<file path="src/design/imas_pkg.sv">
// shared types and constants for the interval min/max/average statistics core
// no dependencies; imported by every module of the core
package imas_pkg;

  // low bits of the sample that take part in the statistics
  localparam int SAMPLE_BITS = 32;

  localparam int DATA_W      = 32;
  localparam int SUM_W       = 64;
  localparam int COUNT_W     = 16;
  localparam int INTERVAL_W  = 16;
  localparam int DIVISOR_W   = 16;
  localparam int CFG_INDEX_W = 8;
  localparam int STEP_W      = $clog2(DATA_W);
  localparam int QUEUE_DEPTH = 2;
  localparam int QPTR_W      = $clog2(QUEUE_DEPTH);
  localparam int QCNT_W      = $clog2(QUEUE_DEPTH + 1);

  localparam int KEEP_BITS = (SAMPLE_BITS < DATA_W) ? SAMPLE_BITS : DATA_W;
  localparam logic [DATA_W-1:0] SAMPLE_MASK = {DATA_W{1'b1}} >> (DATA_W - KEEP_BITS);

  localparam logic [CFG_INDEX_W-1:0] REG_WARMUP_FRAMES   = CFG_INDEX_W'(0);
  localparam logic [CFG_INDEX_W-1:0] REG_REPORT_INTERVAL = CFG_INDEX_W'(1);

  localparam logic [COUNT_W-1:0]    COUNT_MAX        = {COUNT_W{1'b1}};
  localparam logic [INTERVAL_W-1:0] INTERVAL_DEFAULT = INTERVAL_W'(60);

  typedef enum logic {
    OP_SUBMIT = 1'b0,
    OP_CLEAR  = 1'b1
  } op_t;

  typedef struct packed {
    op_t               op;
    logic [DATA_W-1:0] sample;
  } item_t;

  typedef struct packed {
    logic [DATA_W-1:0]     warmup_frames;
    logic [INTERVAL_W-1:0] report_interval;
  } cfg_t;

  // last member sits in the lowest bits
  typedef struct packed {
    logic [COUNT_W-1:0] samples_in_report;
    logic [DATA_W-1:0]  maximum_time;
    logic [DATA_W-1:0]  minimum_time;
    logic [DATA_W-1:0]  average_time;
  } result_t;

  typedef enum logic [1:0] {
    BK_IDLE,
    BK_MOD,
    BK_DIV,
    BK_OUT
  } back_state_t;

endpackage

</file>
<file path="src/design/imas_front.sv">
// front end: takes input transactions, decodes the op and trims the sample
// depends on imas_pkg
module imas_front (
  input  logic                        clk,
  input  logic                        rst,
  input  logic                        s_axis_tvalid,
  output logic                        s_axis_tready,
  input  logic [imas_pkg::DATA_W-1:0] s_axis_tdata,
  input  logic                        s_axis_tuser,
  output logic                        push_valid,
  input  logic                        push_ready,
  output imas_pkg::item_t             push_item
);
  import imas_pkg::*;

  logic  hold_valid;
  item_t hold_item;

  assign s_axis_tready = !hold_valid || push_ready;
  assign push_valid    = hold_valid;
  assign push_item     = hold_item;

  always_ff @(posedge clk) begin
    if (rst) begin
      hold_valid <= 1'b0;
    end else if (s_axis_tvalid && s_axis_tready) begin
      hold_valid <= 1'b1;
    end else if (push_ready) begin
      hold_valid <= 1'b0;
    end
  end

  always_ff @(posedge clk) begin
    if (s_axis_tvalid && s_axis_tready) begin
      hold_item.op     <= op_t'(s_axis_tuser);
      hold_item.sample <= s_axis_tdata & SAMPLE_MASK;
    end
  end

endmodule

</file>
<file path="src/design/imas_queue.sv">
// short fifo of decoded items between front end and back end
// depends on imas_pkg
module imas_queue (
  input  logic            clk,
  input  logic            rst,
  input  logic            push_valid,
  output logic            push_ready,
  input  imas_pkg::item_t push_item,
  output logic            pop_valid,
  input  logic            pop_ready,
  output imas_pkg::item_t pop_item
);
  import imas_pkg::*;

  item_t             entries [QUEUE_DEPTH];
  logic [QPTR_W-1:0] wr_ptr;
  logic [QPTR_W-1:0] rd_ptr;
  logic [QCNT_W-1:0] count;
  logic              do_push;
  logic              do_pop;

  assign push_ready = count != QCNT_W'(QUEUE_DEPTH);
  assign pop_valid  = count != '0;
  assign pop_item   = entries[rd_ptr];
  assign do_push    = push_valid && push_ready;
  assign do_pop     = pop_valid && pop_ready;

  always_ff @(posedge clk) begin
    if (rst) begin
      wr_ptr <= '0;
      rd_ptr <= '0;
      count  <= '0;
    end else begin
      if (do_push) begin
        wr_ptr <= wr_ptr + QPTR_W'(1);
      end
      if (do_pop) begin
        rd_ptr <= rd_ptr + QPTR_W'(1);
      end
      if (do_push && !do_pop) begin
        count <= count + QCNT_W'(1);
      end else if (do_pop && !do_push) begin
        count <= count - QCNT_W'(1);
      end
    end
  end

  always_ff @(posedge clk) begin
    if (do_push) begin
      entries[wr_ptr] <= push_item;
    end
  end

endmodule

</file>
<file path="src/design/imas_back.sv">
// back end: accumulators, shared radix-2 divider for the interval test and
// the average, and the output register; depends on imas_pkg
module imas_back (
  input  logic              clk,
  input  logic              rst,
  input  imas_pkg::cfg_t    cfg,
  input  logic              pop_valid,
  output logic              pop_ready,
  input  imas_pkg::item_t   pop_item,
  output logic              m_axis_tvalid,
  input  logic              m_axis_tready,
  output imas_pkg::result_t m_axis_tdata
);
  import imas_pkg::*;

  back_state_t          state, state_next;
  logic [DATA_W-1:0]    frame_counter, frame_counter_next;
  logic [SUM_W-1:0]     time_sum, time_sum_next;
  logic [DATA_W-1:0]    running_minimum, running_minimum_next;
  logic [DATA_W-1:0]    running_maximum, running_maximum_next;
  logic [COUNT_W-1:0]   sample_counter, sample_counter_next;
  logic [STEP_W-1:0]    step, step_next;
  logic [DATA_W-1:0]    dvd, dvd_next;
  logic [DIVISOR_W-1:0] rem, rem_next;
  logic [DIVISOR_W-1:0] divisor, divisor_next;
  logic                 out_valid, out_valid_next;
  result_t              result, result_next;

  logic [DIVISOR_W:0]   trial;
  logic                 fits;
  logic [DIVISOR_W:0]   rem_step;
  logic [DATA_W-1:0]    dvd_step;
  logic [DATA_W-1:0]    fc_inc;
  logic [SUM_W:0]       sum_wide;
  logic [COUNT_W-1:0]   count_new;

  // one restoring divide step: remainder shifts in the next dividend bit,
  // the quotient bit shifts into the bottom of the dividend register
  assign trial    = {rem, dvd[DATA_W-1]};
  assign fits     = trial >= {1'b0, divisor};
  assign rem_step = fits ? (trial - {1'b0, divisor}) : trial;
  assign dvd_step = {dvd[DATA_W-2:0], fits};

  assign fc_inc   = frame_counter + DATA_W'(1);
  assign sum_wide = {1'b0, time_sum} + (SUM_W + 1)'(pop_item.sample);

  assign m_axis_tvalid = out_valid;
  assign m_axis_tdata  = result;

  always_comb begin
    state_next           = state;
    frame_counter_next   = frame_counter;
    time_sum_next        = time_sum;
    running_minimum_next = running_minimum;
    running_maximum_next = running_maximum;
    sample_counter_next  = sample_counter;
    step_next            = step;
    dvd_next             = dvd;
    rem_next             = rem;
    divisor_next         = divisor;
    out_valid_next       = out_valid && !m_axis_tready;
    result_next          = result;
    pop_ready            = 1'b0;
    count_new            = sample_counter;

    unique case (state)
      BK_IDLE: begin
        pop_ready = 1'b1;
        if (pop_valid) begin
          if (pop_item.op == OP_CLEAR) begin
            frame_counter_next   = '0;
            time_sum_next        = '0;
            running_minimum_next = '1;
            running_maximum_next = '0;
            sample_counter_next  = '0;
          end else begin
            frame_counter_next = fc_inc;
            if (fc_inc > cfg.warmup_frames) begin
              time_sum_next = sum_wide[SUM_W] ? {SUM_W{1'b1}} : sum_wide[SUM_W-1:0];
              if (pop_item.sample < running_minimum) begin
                running_minimum_next = pop_item.sample;
              end
              if (pop_item.sample > running_maximum) begin
                running_maximum_next = pop_item.sample;
              end
              if (sample_counter != COUNT_MAX) begin
                count_new = sample_counter + COUNT_W'(1);
              end
            end
            sample_counter_next = count_new;
            if (cfg.report_interval != '0 && count_new != '0) begin
              dvd_next     = fc_inc;
              rem_next     = '0;
              divisor_next = cfg.report_interval;
              step_next    = '0;
              state_next   = BK_MOD;
            end
          end
        end
      end
      BK_MOD: begin
        dvd_next  = dvd_step;
        rem_next  = rem_step[DIVISOR_W-1:0];
        step_next = step + STEP_W'(1);
        if (step == {STEP_W{1'b1}}) begin
          if (rem_step != '0) begin
            state_next = BK_IDLE;
          end else if (time_sum[SUM_W-1:DATA_W] >= DATA_W'(sample_counter)) begin
            // quotient does not fit in 32 bits
            dvd_next   = '1;
            state_next = BK_OUT;
          end else begin
            // high half is below the count, so it is the starting remainder
            rem_next     = time_sum[DATA_W+DIVISOR_W-1:DATA_W];
            dvd_next     = time_sum[DATA_W-1:0];
            divisor_next = sample_counter;
            state_next   = BK_DIV;
          end
        end
      end
      BK_DIV: begin
        dvd_next  = dvd_step;
        rem_next  = rem_step[DIVISOR_W-1:0];
        step_next = step + STEP_W'(1);
        if (step == {STEP_W{1'b1}}) begin
          state_next = BK_OUT;
        end
      end
      BK_OUT: begin
        if (!out_valid || m_axis_tready) begin
          result_next.average_time      = dvd;
          result_next.minimum_time      = running_minimum;
          result_next.maximum_time      = running_maximum;
          result_next.samples_in_report = sample_counter;
          out_valid_next                = 1'b1;
          time_sum_next                 = '0;
          running_minimum_next          = '1;
          running_maximum_next          = '0;
          sample_counter_next           = '0;
          state_next                    = BK_IDLE;
        end
      end
      default: begin
        state_next = BK_IDLE;
      end
    endcase
  end

  always_ff @(posedge clk) begin
    if (rst) begin
      state           <= BK_IDLE;
      out_valid       <= 1'b0;
      frame_counter   <= '0;
      time_sum        <= '0;
      running_minimum <= '1;
      running_maximum <= '0;
      sample_counter  <= '0;
    end else begin
      state           <= state_next;
      out_valid       <= out_valid_next;
      frame_counter   <= frame_counter_next;
      time_sum        <= time_sum_next;
      running_minimum <= running_minimum_next;
      running_maximum <= running_maximum_next;
      sample_counter  <= sample_counter_next;
    end
  end

  always_ff @(posedge clk) begin
    step    <= step_next;
    dvd     <= dvd_next;
    rem     <= rem_next;
    divisor <= divisor_next;
    result  <= result_next;
  end

endmodule

</file>
<file path="src/design/interval_min_max_average_stats_core.sv">
// top level of the interval min/max/average statistics core
// depends on imas_pkg, imas_front, imas_queue and imas_back
//
// Frame-time statistics. Each input transaction is either a frame sample
// (tuser low, tdata = Q16.16 ms) or a clear (tuser high). Samples past the
// warmup count are folded into a saturating sum, minimum, maximum and a
// count that stops at 65535; every report_interval frames, if any sample is
// held, one report transaction carries the truncated average (saturated to
// 32 bits), minimum, maximum and count, and the accumulators restart.
// Timing: a clear, or a sample when reporting is off or no sample is held,
// is handled in the back end's idle state. Otherwise the frame-count
// remainder runs on a shared radix-2 divider, 32 steps; on a report frame
// the same divider produces the average in 32 more steps, then the output
// register is loaded when free. The input register and a two-entry queue
// take transactions until full while the back end works or a report waits.
module interval_min_max_average_stats_core (
  input  logic                             clk,
  input  logic                             rst,
  // configuration write channel
  input  logic                             cfg_valid,
  output logic                             cfg_ready,
  input  logic [imas_pkg::CFG_INDEX_W-1:0] cfg_index,
  input  logic [imas_pkg::DATA_W-1:0]      cfg_data,
  // input stream
  input  logic                             s_axis_tvalid,
  output logic                             s_axis_tready,
  input  logic [imas_pkg::DATA_W-1:0]      s_axis_tdata,  // sample_time
  input  logic                             s_axis_tuser,  // op
  // report stream
  output logic                             m_axis_tvalid,
  input  logic                             m_axis_tready,
  // average_time, minimum_time, maximum_time, samples_in_report
  output logic [$bits(imas_pkg::result_t)-1:0] m_axis_tdata
);
  import imas_pkg::*;

  cfg_t    cfg;
  logic    push_valid;
  logic    push_ready;
  item_t   push_item;
  logic    pop_valid;
  logic    pop_ready;
  item_t   pop_item;
  result_t result;

  // register writes are always taken; unknown indexes are dropped
  assign cfg_ready = 1'b1;

  always_ff @(posedge clk) begin
    if (rst) begin
      cfg.warmup_frames   <= '0;
      cfg.report_interval <= INTERVAL_DEFAULT;
    end else if (cfg_valid && cfg_ready) begin
      priority if (cfg_index == REG_WARMUP_FRAMES) begin
        cfg.warmup_frames <= cfg_data;
      end else if (cfg_index == REG_REPORT_INTERVAL) begin
        cfg.report_interval <= cfg_data[INTERVAL_W-1:0];
      end else begin
        cfg <= cfg;
      end
    end
  end

  // decode and register incoming transactions
  imas_front u_front (
    .clk           (clk),
    .rst           (rst),
    .s_axis_tvalid (s_axis_tvalid),
    .s_axis_tready (s_axis_tready),
    .s_axis_tdata  (s_axis_tdata),
    .s_axis_tuser  (s_axis_tuser),
    .push_valid    (push_valid),
    .push_ready    (push_ready),
    .push_item     (push_item)
  );

  // decouples intake from the multi-cycle back end
  imas_queue u_queue (
    .clk        (clk),
    .rst        (rst),
    .push_valid (push_valid),
    .push_ready (push_ready),
    .push_item  (push_item),
    .pop_valid  (pop_valid),
    .pop_ready  (pop_ready),
    .pop_item   (pop_item)
  );

  // accumulators, divider and report register
  imas_back u_back (
    .clk           (clk),
    .rst           (rst),
    .cfg           (cfg),
    .pop_valid     (pop_valid),
    .pop_ready     (pop_ready),
    .pop_item      (pop_item),
    .m_axis_tvalid (m_axis_tvalid),
    .m_axis_tready (m_axis_tready),
    .m_axis_tdata  (result)
  );

  assign m_axis_tdata = result;

endmodule

</file>
<file path="config.mk">
export PLATFORM = sky130hd
export DESIGN_NAME = interval_min_max_average_stats_core
export DESIGN_NICKNAME = d
export VERILOG_FILES = /design/src/design/imas_pkg.sv /design/src/design/imas_front.sv /design/src/design/imas_queue.sv /design/src/design/imas_back.sv /design/src/design/interval_min_max_average_stats_core.sv
export SDC_FILE = /design/constraint.sdc
export NUM_CORES = 1
export LEC_CHECK = 0
export BUFFER_PORTS_ARGS = -buffer_cell sky130_fd_sc_hd__buf_2
export CAP_MARGIN = 30
export CORE_MARGIN = 3
export CORE_UTILIZATION = 51
export CTS_CLUSTER_DIAMETER = 50
export DETAILED_ROUTE_END_ITERATION = 8
export PLACE_DENSITY_LB_ADDON = 0.1
export SYNTH_ARGS = -nofsm -noshare
export SYNTH_HDL_FRONTEND = slang
export SYNTH_SLANG_ARGS = --single-unit
</file>
<file path="constraint.sdc">
create_clock -name clk -period 19.1 [get_ports clk]
set_input_delay 4.775 -clock clk [delete_from_list [all_inputs] [get_ports clk]]
set_output_delay 4.775 -clock clk [all_outputs]
set_load 0.01 [all_outputs]
</file>
==> run summary, run 1 <==
worst skew pair latency: 620 ps
cell count after synthesis: 2706
layout net count: 3096
FP Rows: 83
most common cell after layout, fill and taps aside: edfxtp_1
# Max-Cap Violations: 0
vias per cell: 6.040
CTS Root Cell: clkbuf_16
Area Overhead vs Synth: 14.00%
startpoint of the worst hold path: u_back.running_maximum[1]
hpwl dp: 54.18 mm
initial antenna violation count: 0
largest family of logic cells by synthesized area: compound AO/OA/AOI/OAI gates
final hold vios: 0
Synth cell types: 91
FF-to-FF setup slack: 11710 ps
Initial Util: 52.02%
total nets after synthesis: 2955
Worst R2R End: u_back.dvd[21]
dpl cells: 3456
Avg Inst Size Synth: 9.962 µm²
Clock Pin Slew Worst Setup and Hold Paths: 60 ps
Max Buffers Root-to-Sink: 3
postcts setup bufs: 0
critical path type: in2reg
Worst R2R Path Depth: 20
Die ar.: 55650 µm²
Residual DRC: 0
die width: 235.9 µm
Worst R2R Start: u_back.frame_counter[0]
Slew HR: 33.05%
status: finished clean
Final Instance Area: 30730 µm²
post-synthesis async set-or-reset flop share: 0%
Post-Syn Area: 26960 µm²
GRT met3 Usage: 4.957%
Fmax achieved: 134.3 MHz
io pins: 193
Crit path arrival time: 7940 ps
total gr overflow: 0
Max H-tree Level: 3
Simple-Gate Fraction of Synth Area: 14.89%
largest net degree at the start of global routing: 81
met1 usage: 35.17%
met2 global-route usage: 43.22%
antenna viol nets, final: 0
gp weighted congestion: 0.9155
Chip Height: 235.9 µm
setup tns final: 0 ps
Min-Delay Endpoint: u_back.m_axis_tdata[65]
number of flops mapped to enable cells by yosys: 280
CORE AREA: 51820 µm²
drt total wl: 75.85 mm
vias in the first global route: 21330
hold path depth: 0
Synth Warn #: 0
# resized after CTS: 0
CTS tree: done
CP startpoint kind: input port
Seq/Total Area, Yosys: 48.49%
Setup crit end kind: register
Iteration-0 DRC Markers: 1812
Setup Skew: 35.11 ps
clock sink total: 513
Area contributors post-synth: edfxtp_1 (31%), dfxtp_1 (17%), ha_1 (7.8%), nand2_1 (3.8%), mux2i_1 (3.5%)
power per cell area: 138.9 nW/µm²
P_leak: 12.48 nW
VDD IR max: 71.05 µV
minimum clock period: 7446 ps
area leader, netlist: edfxtp_1
busiest layer in global routing: met2
average wire per standard cell: 21.19 µm
Synth Area in Compound Gates: 16.20%
final setup fails: 0
Top FF cell, synth: edfxtp_1
first-pass GRT wire length: 118.1 mm
Post-CTS Hold Fix Bufs: 0
area share of the leading cell type in the synthesized netlist: 31.19%
Final Util: 59.31%
total number of vias: 21617
most frequent cells in the layout: edfxtp_1 (280), nand2_1 (270), dfxtp_1 (233)
GRT Util Overall: 26.57%
WP data required: 19590 ps
n_diodes: 0
multiplexer area fraction after synthesis: 5.416%
synthesized flop and latch total: 513
placed instance area: 28460 µm²
Worst Path Max Fanout: 31
share of cells above drive strength 1: 14.90%
number of port buffers: 191
Slew Viols, Final: 0
DRT Pass-1 Iters: 6
unrepaired setup endpoints after global routing: false
Adder-Cell Fraction of Synth Area: 7.992%
crit share post-route: 38.98%
final cell count without fillers: 3579
total CTS buffers: 66
worst slew pin tran: 1002 ps
post-synthesis xor/xnor area fraction: 2.437%
Hold/Removal Path Class: reg2reg
[synth_stat cells (all sizes together) (16+ instances only)]
cell,instances
nor4,26
o31ai,35
a31o,17
nand2,270
nand3,69
buf,21
nand4,53
xnor2,45
o21a,24
a31oi,22
nor3,83
a21oi,174
dfxtp,233
a21o,63
clkbuf,128
edfxtp,280
nand2b,16
xor2,30
o21ai,171
mux2i,93
a22oi,29
mux2,47
or4,37
and3,24
inv,157
a221o,26
nor2b,17
nor2,184
ha,169
a211oi,16
[worst max-delay path by stage]
| stage | from | end | slack (ps) |
|---|---|---|---|
| 2_1_floorplan | m_axis_tready | u_back.m_axis_tdata[0] | 8710 |
| 3_3_place_gp | m_axis_tready | u_back.running_maximum[8] | 11280 |
| 3_5_place_dp | m_axis_tready | u_back.running_maximum[9] | 11120 |
| 4_1_cts | m_axis_tready | u_back.running_maximum[9] | 11760 |
| 5_1_grt | u_back.frame_counter[0] | u_back.dvd[21] | 11220 |
| 6_report | m_axis_tready | u_back.running_maximum[9] | 11650 |
[power by group]
part | total, mW | switching (mW) | internal (mW)
registers | 1.52 | 0.153 | 1.37
clock network | 1.25 | 0.501 | 0.752
logic | 1.50 | 0.946 | 0.552
[cell families (layout without fill, tap and decap cells)]
| group | after synthesis | in the layout |
|---|---|---|
| adders and majority gates | 171 | 171 |
| DFF | 513 | 513 |
| and+or+nand+nor | 830 | 830 |
| other | 1 | 1 |
| buffers and inverters | 308 | 501 |
| AOI/OAI and AO/OA | 668 | 668 |
| muxes | 140 | 140 |
| xor gates and xnor gates | 75 | 75 |
[layer usage]
metal | part of all wire (%) | wire length [µm]
met1 | 43 | 32890
met2 | 47 | 35530
met3 | 6.1 | 4617
met4 | 3.7 | 2815
met5 | 0 | 0
[cell type report]
| cell class | count | area, µm² |
|---|---|---|
| Inverter | 159 | 596.8 |
| Timing Repair Buffer | 222 | 1246 |
| Multi-Input combinational cell | 1885 | 12750 |
| Tap cell | 680 | 850.8 |
| Fill cell | 4343 | 21090 |
| Clock buffer | 82 | 1805 |
| Clock inverter | 38 | 410.4 |
| Sequential cell | 513 | 13070 |
[stage by stage]
step           hold slack (ps)  power [mW]  worst slack, ps
6_report                 438.6       4.269            11650
2_1_floorplan            406.4       2.566             8705
3_3_place_gp             423.5       2.964            11280
5_1_grt                  457.6       4.503            11220
4_1_cts                  444.0       4.270            11760
3_5_place_dp             422.0       3.008            11120
[flip-flops by register name (all words and copies together) (netlist names), named ones only]
name	cells
u_back.m_axis_tdata	112
u_queue.entries	66
u_back.time_sum	64
cfg	48
u_front.push_item	33
u_back.dvd	32
u_back.frame_counter	32
u_back.running_maximum	32
u_back.running_minimum	32
u_back.divisor	16
u_back.rem	16
u_back.sample_counter	16
u_back.step	5
u_queue.count	2
u_back.m_axis_tvalid	1
u_back.state	1
u_front.push_valid	1
u_queue.rd_ptr	1
u_queue.wr_ptr	1
[worst max-delay path, stage by stage]
cell	delay, ps
buf_2	100
nor2b_1	460
a22oi_1	200
o21ai_1	460
a21oi_2	260
o21ai_1	190
a21o_1	690
nor2_2	210
buf_4	300
o31ai_1	260
Power figures use the tool's default switching activity.
==> run 2: changes to the inputs <==
==> constraint.sdc (replaced) <==
create_clock -name clk -period 7.3 [get_ports clk]
set_input_delay 1.825 -clock clk [delete_from_list [all_inputs] [get_ports clk]]
set_output_delay 1.825 -clock clk [all_outputs]
set_load 0.01 [all_outputs]
==> run summary, run 2 (synthesized netlist as in run 1, its figures left out) <==
status: finished clean
final hold vios: 0
total number of vias: 21589
Chip Height: 235.9 µm
CP Cell Sequence: ha_1 > nand3_1 > nor4_2 > and3_1 > and3_1 > nand3_2 > nor3_1 > xor2_1 > ha_1 > nand4_1 > nor4_1 > nand2_1 > a31oi_2 > o21a_1 > nor4b_2 > xnor2_1 > a41oi_1 > o21ai_0 > a21oi_4 > buf_12
total CTS buffers: 60
final cell count without fillers: 3579
GRT Util Overall: 26.56%
Area Overhead vs Synth: 13.73%
Fmax achieved: 149.9 MHz
DRT Pass-1 Iters: 5
setup tns final: 0 ps
Crit-path slowest cell: dfxtp_1
first-pass GRT wire length: 118.9 mm
vias per cell: 6.032
unrepaired setup endpoints after global routing: false
largest net degree at the start of global routing: 85
Max Buffers Root-to-Sink: 3
# Max-Cap Violations: 0
Post-CTS Hold Fix Bufs: 0
Worst Path Max Fanout: 48
Worst R2R Path Depth: 20
slowest cell delay on critical path: 470 ps
Crit path arrival time: 6980 ps
Die ar.: 55650 µm²
critical path buffer and inverter count: 1
total gr overflow: 0
Iteration-0 DRC Markers: 1639
overall power: 11.01 mW
drt total wl: 76.08 mm
crit share post-route: 91.36%
Max H-tree Level: 2
clock sink total: 513
power per cell area: 359.1 nW/µm²
worst skew pair latency: 640 ps
vias in the first global route: 21037
gp weighted congestion: 0.9325
antenna viol nets, final: 0
io pins: 193
# resized after CTS: 0
most frequent cells in the layout: edfxtp_1 (280), nand2_1 (270), dfxtp_1 (232)
worst slew pin tran: 1055 ps
instance count on the critical path: 20
Setup Skew: 21.53 ps
delay-heaviest family, CP: simple AND/OR/NAND/NOR gates
share of cells above drive strength 1: 15.04%
Setup crit end kind: register
hpwl dp: 54.21 mm
Clock Pin Slew Worst Setup and Hold Paths: 70 ps
CORE AREA: 51820 µm²
initial antenna violation count: 1
Slew HR: 29.37%
critical path type: reg2reg
number of port buffers: 191
postcts setup bufs: 0
CTS tree: done
VDD IR max: 209.1 µV
Hold/Removal Path Class: reg2reg
Residual DRC: 0
P_leak: 12.45 nW
n_diodes: 0
Final Instance Area: 30660 µm²
final setup fails: 0
placed instance area: 28580 µm²
FP Rows: 83
WP data required: 7610 ps
hold path depth: 0
CP startpoint kind: register
# fillers: 4480
Initial Util: 52.02%
minimum clock period: 6669 ps
CTS Root Cell: clkbuf_16
average wire per standard cell: 21.26 µm
Largest register FFs: 112
dpl cells: 3464
Final Util: 59.17%
most common cell after layout, fill and taps aside: edfxtp_1
layout net count: 3096
Slew Viols, Final: 0
die width: 235.9 µm
==> run 2: changes by cell type in the layout (fill, tap and decap cells not counted), moves of 3 or more <==
cell	delta
buf_4	+4
clkbuf_16	-6
inv_6	+3
clkinv_4	+6
==> run 2: final timing paths <==
check | startpoint | to | slack (ps)
worst min register to register | u_back.running_maximum[9] | u_back.m_axis_tdata[73] | 440
worst max-delay path | u_back.frame_counter[0] | u_back.dvd[24] | 630
worst max register to register | u_back.frame_counter[0] | u_back.dvd[24] | 630
worst min-delay path | u_back.running_maximum[9] | u_back.m_axis_tdata[73] | 440
==> run 2: cell type report <==
class | instances | area [µm²] | share of cell area [%]
Tap cell | 680 | 850.8 | 2.775
Sequential cell | 513 | 13070 | 42.64
Multi-Input combinational cell | 1885 | 12750 | 41.57
Inverter | 159 | 596.8 | 1.947
Clock inverter | 41 | 431.7 | 1.408
Clock buffer | 73 | 1633 | 5.325
Timing Repair Buffer | 228 | 1329 | 4.334
==> run 2: report_power, final <==
group / switching [mW] / internal (mW)
sequential: 0.420 / 3.57
combinational: 2.47 / 1.46
clock: 1.31 / 1.78
==> run 2: per-stage QoR <==
stage | hold slack (ps) | setup slack (ps)
floorplan | 406.4 | 151.7
global placement | 418.1 | 912.6
detailed placement | 417.2 | 673.0
CTS | 434.1 | 615.4
global route | 442.1 | 73.27
finish | 435.4 | 630.8
==> run 2: routing by layer <==
| layer | vias to the layer above | track usage, % | part of all wire, % |
|---|---|---|---|
| met5 | - | 0 | 0.011 |
| met4 | 2 | 7.706 | 2.8 |
| met3 | 136 | 3.847 | 6.0 |
| met2 | 704 | 44.14 | 47 |
| met1 | 10504 | 36.24 | 45 |
| li1 | 10243 | - | - |
